**src/rtl/spom_pkg.sv**
```systemverilog
// ----------------------------------------------------------------------------
// spom_pkg
// Shared types, constants and helpers for the spiral order matrix fill block.
// ----------------------------------------------------------------------------
package spom_pkg;

  // default geometry and value width
  localparam int MAX_ROWS_DEF   = 64;
  localparam int MAX_COLS_DEF   = 64;
  localparam int VALUE_BITS_DEF = 16;

  // fixed field widths
  localparam int KIND_W  = 2;
  localparam int VAL_W   = 16;
  localparam int IDX_W   = 6;
  localparam int CFG_W   = 7;
  localparam int CELL_W  = 17;

  // fill generation tag kept next to every stored value
  localparam int EPOCH_BITS  = 4;
  localparam int QUEUE_DEPTH = 4;

  localparam logic [CFG_W-1:0] SIZE_RESET = 7'd64;

  // input kind codes
  localparam logic [KIND_W-1:0] KIND_PLACE   = 2'd0;
  localparam logic [KIND_W-1:0] KIND_READ    = 2'd1;
  localparam logic [KIND_W-1:0] KIND_RESTART = 2'd2;

  // configuration register indexes
  localparam logic REG_ROW_COUNT = 1'b0;
  localparam logic REG_COL_COUNT = 1'b1;

  typedef enum logic [1:0] {
    OP_PLACE,
    OP_READ,
    OP_RESTART
  } op_t;

  typedef enum logic [1:0] {
    ST_PLACED    = 2'd0,
    ST_DROPPED   = 2'd1,
    ST_READ      = 2'd2,
    ST_RESTARTED = 2'd3
  } status_t;

  typedef enum logic [1:0] {
    DIR_RIGHT,
    DIR_DOWN,
    DIR_LEFT,
    DIR_UP
  } dir_t;

  typedef struct packed {
    op_t              op;
    logic [VAL_W-1:0] value;
    logic [IDX_W-1:0] row;
    logic [IDX_W-1:0] col;
    logic             in_range;
  } item_t;

  // size register clamped to 1..maxv
  function automatic logic [CFG_W-1:0] clamp_size(input logic [CFG_W-1:0] v,
                                                  input int maxv);
    logic [CFG_W-1:0] r;
    r = v;
    if (v == '0) begin
      r = CFG_W'(1);
    end else if (int'(v) > maxv) begin
      r = CFG_W'(maxv);
    end
    return r;
  endfunction

endpackage

```
**src/rtl/spom_queue.sv**
```systemverilog
// ----------------------------------------------------------------------------
// spom_queue
// Short queue of classified items between the front and back parts.
// ----------------------------------------------------------------------------
module spom_queue import spom_pkg::*; #(
  parameter int DEPTH = QUEUE_DEPTH
) (
  input  logic  clk,
  input  logic  rst,
  input  logic  push,
  input  item_t push_item,
  output logic  full,
  input  logic  pop,
  output logic  pop_valid,
  output item_t pop_item
);

  localparam int PW = (DEPTH > 1) ? $clog2(DEPTH) : 1;

  item_t       slots [DEPTH];
  logic [PW:0] wr_ptr;
  logic [PW:0] rd_ptr;

  assign pop_valid = (wr_ptr != rd_ptr);
  assign full      = (wr_ptr[PW] != rd_ptr[PW]) && (wr_ptr[PW-1:0] == rd_ptr[PW-1:0]);
  assign pop_item  = slots[rd_ptr[PW-1:0]];

  always_ff @(posedge clk) begin
    if (push) begin
      slots[wr_ptr[PW-1:0]] <= push_item;
    end
  end

  always_ff @(posedge clk) begin
    if (rst) begin
      wr_ptr <= '0;
      rd_ptr <= '0;
    end else begin
      if (push) begin
        wr_ptr <= wr_ptr + 1'b1;
      end
      if (pop) begin
        rd_ptr <= rd_ptr + 1'b1;
      end
    end
  end

endmodule

```
**config.mk**
```make
export PLATFORM = sky130hd
export DESIGN_NAME = spom_queue
export DESIGN_NICKNAME = d
export VERILOG_FILES = /design/src/rtl/spom_pkg.sv /design/src/rtl/spom_queue.sv
export SDC_FILE = /design/constraint.sdc
export NUM_CORES = 1
export LEC_CHECK = 0
export BUFFER_PORTS_ARGS = -buffer_cell sky130_fd_sc_hd__buf_4
export CAP_MARGIN = 20
export CORE_MARGIN = 4
export CORE_UTILIZATION = 50
export DETAILED_ROUTE_END_ITERATION = 6
export PLACE_DENSITY = 0.72
export SETUP_SLACK_MARGIN = 0.3
export SKIP_LAST_GASP = 1
export SLEW_MARGIN = 20
export SYNTH_ARGS = -nofsm -noshare
export SYNTH_HDL_FRONTEND = slang
export SYNTH_SLANG_ARGS = --single-unit
export TNS_END_PERCENT = 1
```
**constraint.sdc**
```tcl
create_clock -name clk -period 2.9 [get_ports clk]
set_clock_uncertainty 0.2 [all_clocks]
set_input_delay 0.58 -clock clk [delete_from_list [all_inputs] [get_ports clk]]
set_output_delay 0.58 -clock clk [all_outputs]
set_load 0.005 [all_outputs]
```
==> reports/results.ini, run 1 <==
[outcome]
status=complete, no violations

[global_routing]
grt_overflow_total=0
grt_start_max_net_pins=24
gr-usage-all-layers=0.1569
grt_pass1_vias=2390
grt_pass1_wl_microns=12960
antenna_found_initial=0

[die]
ioPinCount=68
core_area_sq_mm=0.009371
die_w_microns=106.7
die_y_microns=106.7
dieArea_sq_mm=0.01139
num_rows=35
start_util=0.5202

[placement]
dp_cells=399
place.gp.congestion=0.6673
io_buffers=67
pre_cts_slack_ns=0.7234
dp_hpwl_microns=4939

[job]
maxCapViolCount=0

[sta]
period_share=0.8793
rsz0062_at_grt=true
layout_min_cycle_time_ns=2.550
relSlewSlack=0.5990
maxSlewViolCount=0
setup_slack_ns=0.3502
setup_viol=0
fin_setup_tns_ns=0
tightest_slew_ns=0.6015
holdWs_ns=0.07641
clock.fmax_ghz=0.3922
hold_viol=0

[cells_and_area]
layout_commonest_cell=edfxtp_1
n_antenna_cell=0
finalNonFillerCells=432
area_delta_synth_final_pct=27.93
final_layout_size_suffix_gt1_frac=0.4851
final_cell_mix=124 x edfxtp_1, 72 x buf_4, 31 x mux4_2
fillCellCount=638
layout.nets=331

[clock_network]
cts_tree=built
cts_setup_buffers=0
htree_levels=4
clk_latency_ns=0.50
clkTransAtPathRegs_ns=0.06
cts.sinks=132
clockBufferDepth=2
cts_buffers=17
cts-root-buf=clkbuf_8

[critical_path]
critPathMaxFanout=7
critical_path_arrival_ns=1.77
endpoint_kind=primary output
worst_r2r_endpoint=slots[3][17]
r2r-start=wr_ptr[0]
rr_worst_depth=3
crit_path_end=pop_item[21]
crit_path_start_kind=register
timing_worst_setup_path_type=register to primary output
required_ns=2.12
reg2reg_slack_ns=0.95

[synth]
syn_area_sq_mm=0.004875
synth_cells=201
yosysSeqAreaShare=0.7967
synth_cell_type_count=19
ys_warn_count=0
syn_avg_cell_area_sq_um=24.25
syn_nets=241
ys_ff_latch=132

[routing]
drtAntennaViolNets=0
drc=0
wl_microns=8307
wire_per_inst_microns=19.23
drt-pass1-iter-count=4
drt_iter0_drc=124
vias_per_cell=5.137
via_count=2219

[min_path]
worstHoldPathType=input pin to register
hold_path_depth=1

[pwr]
leakage_nw=2.174
ir_worst_vdd_v=0.0005248
design_power_total_mw=4.703
powerDensity_mw_per_mm2=754.2

[logic make-up after synthesis]
| family | after synthesis | share of synthesized area |
|---|---|---|
| XOR/XNOR | 5 | 0.008985 |
| multiplexers | 33 | 0.1481 |
| flip-flops | 132 | 0.7967 |
| AO/OA/AOI/OAI | 4 | 0.006160 |
| adder cells (fa/ha/maj) | 5 | 0.01283 |
| AND/OR/NAND/NOR | 13 | 0.01489 |
| buffers and inverters | 9 | 0.01232 |
[sequential cells by signal (all words and copies together) (netlist names), named ones only]
signal / flops
wr_ptr: 3
slots: 124
rd_ptr: 3
[worst max-delay path, cell delays in order (launching register included)]
cell,delay (ns)
dfxtp_4,0.42
clkbuf_16,0.19
mux4_2,0.51
buf_4,0.15
[metal layers]
metal | up-vias | wire length [microns] | GRT usage
met1 | 1133 | 3382 | 0.1934
met2 | 55 | 4415 | 0.2576
met3 | 6 | 445 | 0.05599
li1 | 1025 | - | -
met5 | - | 0 | 0
met4 | 0 | 64 | 0.05753
[metrics by stage]
stage / instance area [sq um] / util
2_1_floorplan: 4875 / -
3_3_place_gp: 5587 / 0.5961
3_5_place_dp: 5587 / 0.5961
4_1_cts: 6182 / 0.6597
5_1_grt: 6236 / 0.6654
6_report: 6236 / 0.6654
[report_power, final]
group          switching (mW)  total (mW)  internal [mW]  leakage (nW)
combinational           0.183       0.446          0.263         0.693
clock                   0.742        2.04           1.30         0.275
sequential             0.0355        2.22           2.18          1.21
[layout make-up]
type	count	area [sq um]	share of cell area
Clock inverter	14	161.4	0.02588
Clock buffer	17	414.1	0.06641
Timing Repair Buffer	78	670.6	0.1075
Tap cell	129	161.4	0.02588
Sequential cell	132	3889	0.6236
Multi-Input combinational cell	60	932.1	0.1495
Inverter	2	7.507	0.001204
[synth_stat cells]
master	number	area, sq um
xor2_1	2	17.52
mux2i_1	2	20.02
xnor2_1	3	26.28
a21bo_2	2	20.02
a21oi_1	2	10.01
nor3_1	1	5.000
clkbuf_1	1	3.750
dfxtp_1	8	160.2
nor2_1	5	18.77
edfxtp_1	124	3724
inv_1	2	7.510
buf_2	3	15.01
mux4_1	1	26.28
nand3b_1	2	15.01
and2_1	4	25.02
or3b_2	1	8.760
buf_6	3	33.78
mux4_2	30	675.7
ha_1	5	62.56
[worst min path at each step]
stage	start	end	slack (ns)
detailed placement	rd_ptr[1]	register	0.36
finish	push_item[18]	slots[0][18]	0.08
CTS	push_item[22]	slots[1][22]	0.05
global route	push_item[22]	slots[0][22]	0.05
global placement	rd_ptr[1]	register	0.35
floorplan	rd_ptr[2]	rd_ptr[2]	0.32
[what timing repair did]
item                                    CTS  global route
gates resized for setup                   5             3
hold buffers                              0             0
hold endpoints to repair                  0             0
cloned                                    0             2
endpoints found under the setup margin   31            25
Note: power is estimated with default switching activity, not from simulation.
==> inputs of run 2 (changes only) <==
Settings changed: HOLD_SLACK_MARGIN from default to 0.1.
==> run 2 against run 1 <==
  * Critical path depth did not move
  * Register-to-register slack barely moved
  * Maximum frequency fell by 0.23%
  * Final area rose by 5.1%
  * Sequential power barely moved
  * Total power rose by 0.82%
  * Final cell count rose by 7.4%
  * Clock power barely moved
  * Non-clock buffer count rose by 32
  * Critical path type unchanged
==> reports/results.ini, run 2 (synthesized netlist as in run 1, its figures left out) <==
[pwr]
intPower_mw=3.771
ir_worst_vdd_v=0.0005258
seqPwrFrac=0.468
leakage_nw=2.308
p_switching_mw=0.9708
p_sw_frac=0.2047
clockPowerShare=0.430
powerDensity_mw_per_mm2=723.2
p_comb_frac=0.102

[sta]
holdWs_ns=0.1948
period_share=0.8813
hold_viol=0
tightest_slew_ns=0.5998
rsz0062_at_grt=true
layout_min_cycle_time_ns=2.556
relSlewSlack=0.6001
setup_viol=0
maxSlewViolCount=0
setup_slack_ns=0.3442
fin_setup_tns_ns=0
clock.fmax_ghz=0.3913

[routing]
via_count=2344
drtAntennaViolNets=0
wire_per_inst_microns=18.53
wl_microns=8599
drc=0
drt_iter0_drc=109
drt-pass1-iter-count=5
vias_per_cell=5.052

[critical_path]
cpLargestDelayFamily=multiplexers
required_ns=2.12
reg2reg_slack_ns=0.96
crit_path_start_kind=register
max_stage_delay_ns=0.51
cp_slowest_cell=mux4_2
critical_path_arrival_ns=1.78
r2r-start=wr_ptr[0]
cp_cell_sequence=clkbuf_16 -> mux4_2 -> buf_4
crit_buf_inv=2
timing_worst_setup_path_type=register to primary output
worst_r2r_endpoint=slots[3][17]
critPathMaxFanout=8
rr_worst_depth=3
endpoint_kind=primary output

[cells_and_area]
layout_commonest_cell=edfxtp_1
final_layout_size_suffix_gt1_frac=0.4388
final_cell_mix=124 x edfxtp_1, 72 x buf_4, 32 x dlygate4sd3_1
fillCellCount=615
register_area_sq_mm=0.003889
finish.utilization=0.6996
design_area_sq_mm=0.006556
layout.nets=363
multi_input_comb_area_sq_um=932.1
largest_reg_flops=124
area_delta_synth_final_pct=34.50
n_antenna_cell=0

[clock_network]
cts_setup_buffers=0
cts_buffers=17
clkTransAtPathRegs_ns=0.06
htree_levels=4
cts-root-buf=clkbuf_8
cts_tree=built
clk_latency_ns=0.50
clockBufferDepth=2
cts.sinks=132

[placement]
io_buffers=67
dp_hpwl_microns=4939
pre_cts_slack_ns=0.7234
placed_area_sq_mm=0.005587
place.gp.congestion=0.6673

[outcome]
status=complete, no violations

[global_routing]
grt_pass1_wl_microns=13680
grt_overflow_total=0
grt_pass1_vias=2597
grt_start_max_net_pins=24
antenna_found_initial=0
gr-usage-all-layers=0.1637

[min_path]
hold_path_depth=3
worstHoldPathType=input pin to register
min_to=rd_ptr[0]
hold_start=pop

[die]
dieArea_sq_mm=0.01139
start_util=0.5202
core_area_sq_mm=0.009371
num_rows=35
die_w_microns=106.7
die_y_microns=106.7
ioPinCount=68

[job]
maxCapViolCount=0

run 2: timing repair:
item / in CTS / in global routing
hold buffers: 32 / 0
cloned: 0 / 2
endpoints found under the hold margin: 131 / 0
setup endpoints to repair: 31 / 21
resized for setup: 5 / 3
run 2: metal layers:
metal / track usage / share of wire / up-vias
met2: 0.2774 / 0.53 / 59
met3: 0.05539 / 0.049 / 4
met1: 0.1968 / 0.41 / 1191
met5: 0 / 0 / -
met4: 0.05753 / 0.0058 / 0
li1: - / - / 1090
run 2: worst max path at each step:
stage | to | slack, ns | cells past startpoint
5_1_grt | pop_item[10] | 0.27 | 3
4_1_cts | pop_item[29] | 0.28 | 3
3_5_place_dp | pop_item[29] | 0.72 | 3
3_3_place_gp | pop_item[29] | 0.73 | 3
2_1_floorplan | slots[3][0] | 0.68 | 2
6_report | pop_item[26] | 0.34 | 3
run 2: worst reg2reg max path, cell delays in order, from the launching register on:
cell and delay (ns):
dfxtp_1 0.44, ha_1 0.24, and2_2 0.31, buf_4 0.40
run 2: per-stage QoR:
stage	cells	power [mW]
final	464	4.742
after floorplan	201	2.457
after global routing	464	4.925
after detailed placement	399	2.686
after global placement	399	2.676
after CTS	462	4.771
run 2: power groups by stage:
stage	Clock (mW)	Sequential [mW]	Combinational [mW]
after floorplan	0	2.24	0.217
after global placement	0	2.25	0.428
after detailed placement	0	2.25	0.434
after CTS	2.08	2.22	0.478
after global routing	2.17	2.22	0.526
final	2.04	2.22	0.483
run 2: layout make-up:
class                      instances  share of cell area
clock buffer                      17             0.06317
clock inverter                    14             0.02462
inverter                           2            0.001145
multi-input combinational         60              0.1422
sequential                       132              0.5931
tap                              129             0.02462
timing repair buffer             110              0.1511
==> inputs of run 3 (changes only) <==
Settings changed: PLACE_DENSITY 0.72 to 0.71.
==> run 3 against run 2 <==
  * Worst hold slack worse by 0.0044 ns
  * Critical endpoint is now pop_item[22]
  * Setup slack improved by 0.013 ns
  * Via count is 1.7% higher
  * Maximum frequency rose by 0.50%
  * Largest power group unchanged
  * Highest routed layer unchanged
  * Routed wire length fell by 0.36%
  * Register-to-register slack is essentially flat
  * Count of clock-buffer cells in the layout increased by 1
  * Non-clock buffer count up 1
  * Die area unchanged
  * Sequential power about the same
==> reports/results.ini, run 3 (synthesized netlist as in run 1, its figures left out) <==
[routing]
wl_microns=8568
route.met2.wl_microns=4433
drtAntennaViolNets=0
wire_per_inst_microns=18.39
wl_met1_microns=3623
drt-pass1-iter-count=4
top_layer_used=met4
vias_per_cell=5.114
via_count=2383
drt_iter0_drc=112
dr_wl_met3_microns=445
drc=0

[outcome]
status=complete, no violations

[critical_path]
max_stage_delay_ns=0.53
timing_worst_setup_path_type=register to primary output
endpoint_kind=primary output
reg2reg_slack_ns=0.97
critical_path_arrival_ns=1.76
crit_path_start_kind=register
cpLargestDelayFamily=multiplexers
cp_cell_sequence=buf_12 -> mux4_2 -> buf_4
required_ns=2.12
crit_buf_inv=2
critPathMaxFanout=13
rr_worst_depth=4
r2r-start=wr_ptr[0]
cp_slowest_cell=mux4_2
worst_r2r_endpoint=slots[2][7]

[sta]
tightest_slew_ns=0.4931
clock.fmax_ghz=0.3932
maxSlewViolCount=0
setup_slack_ns=0.3569
rsz0062_at_grt=true
hold_viol=0
period_share=0.8769
relSlewSlack=0.6713
fin_setup_tns_ns=0
setup_viol=0
layout_min_cycle_time_ns=2.543

[cells_and_area]
final_cell_mix=124 x edfxtp_1, 76 x buf_4, 32 x dlygate4sd3_1
area_delta_synth_final_pct=33.78
register_area_sq_mm=0.003891
layout.nets=364
multi_input_comb_area_sq_um=935.9
fillCellCount=605
design_area_sq_mm=0.006521
finalNonFillerCells=466
layout_commonest_cell=edfxtp_1
final_layout_size_suffix_gt1_frac=0.4421
n_antenna_cell=0
largest_reg_flops=124

[placement]
placed_area_sq_mm=0.005577
dp_hpwl_microns=5309
pre_cts_slack_ns=0.7112
io_buffers=67
dp_cells=401
place.gp.congestion=0.7081

[die]
start_util=0.5202
ioPinCount=68
die_w_microns=106.7
core_area_sq_mm=0.009371
num_rows=35
dieArea_sq_mm=0.01139
die_y_microns=106.7

[pwr]
leakage_nw=2.305
design_power_total_mw=4.691
powerDensity_mw_per_mm2=719.3
ir_worst_vdd_v=0.0005579

[clock_network]
cts_buffers=17
clkTransAtPathRegs_ns=0.06
clk_latency_ns=0.50
clockBufferDepth=2
cts.sinks=132
htree_levels=4
cts-root-buf=clkbuf_8
cts_tree=built
cts_setup_buffers=0

[global_routing]
grt_start_max_net_pins=20
gr-usage-all-layers=0.1608
grt_pass1_vias=2668
grt_pass1_wl_microns=13640
antenna_found_initial=0
grt_overflow_total=0

[min_path]
worstHoldPathType=input pin to register
min_to=rd_ptr[0]
hold_path_depth=3
hold_start=pop

[job]
maxCapViolCount=0

run 3: report_power, final:
| group | total [mW] | leakage (nW) | internal [mW] | switching (mW) |
|---|---|---|---|---|
| registers | 2.21 | 1.21 | 2.18 | 0.0334 |
| logic | 0.472 | 0.822 | 0.281 | 0.190 |
| clock network | 2.00 | 0.276 | 1.23 | 0.774 |
run 3: worst max path at each step:
stage,start,to,depth (start not counted)
after CTS,register,pop_item[22],3
after global routing,register,pop_item[7],3
after global placement,register,pop_item[29],3
final,register,pop_item[22],3
after floorplan,push,slots[3][0],2
after detailed placement,register,pop_item[29],3
run 3: final cells by class:
type,count,area share
repair buffers,111,0.1466
multi-input cells,60,0.1435
flip-flops and latches,132,0.5967
inverters,2,0.001151
clock inverters,14,0.02322
well taps,129,0.02475
clock buffers,18,0.06408
run 3: routing by layer:
layer	GRT usage	vias up
met2	0.2630	77
met5	0	-
met1	0.2003	1208
met3	0.05659	8
met4	0.05662	0
li1	-	1090
run 3: worst reg2reg max path: cells and delay by family (launching register included):
kind / cells / cell delay (ns)
and+or+nand+nor: 1 / 0.45
buffers and inverters: 2 / 0.46
adders and majority gates: 1 / 0.14
DFF: 1 / 0.37
run 3: what timing repair did:
action / in CTS / in global routing
hold buffers: 32 / 0
cloned: 0 / 1
setup endpoints to repair: 29 / 31
resized for setup: 1 / 7
endpoints found under the hold margin: 132 / 0
run 3: through the flow:
stage / utilization / hold WS [ns]
2_1_floorplan: - / 0.3238
3_3_place_gp: 0.5951 / 0.3466
3_5_place_dp: 0.5951 / 0.3539
4_1_cts: 0.6904 / 0.1693
5_1_grt: 0.6959 / 0.1848
6_report: 0.6959 / 0.1905
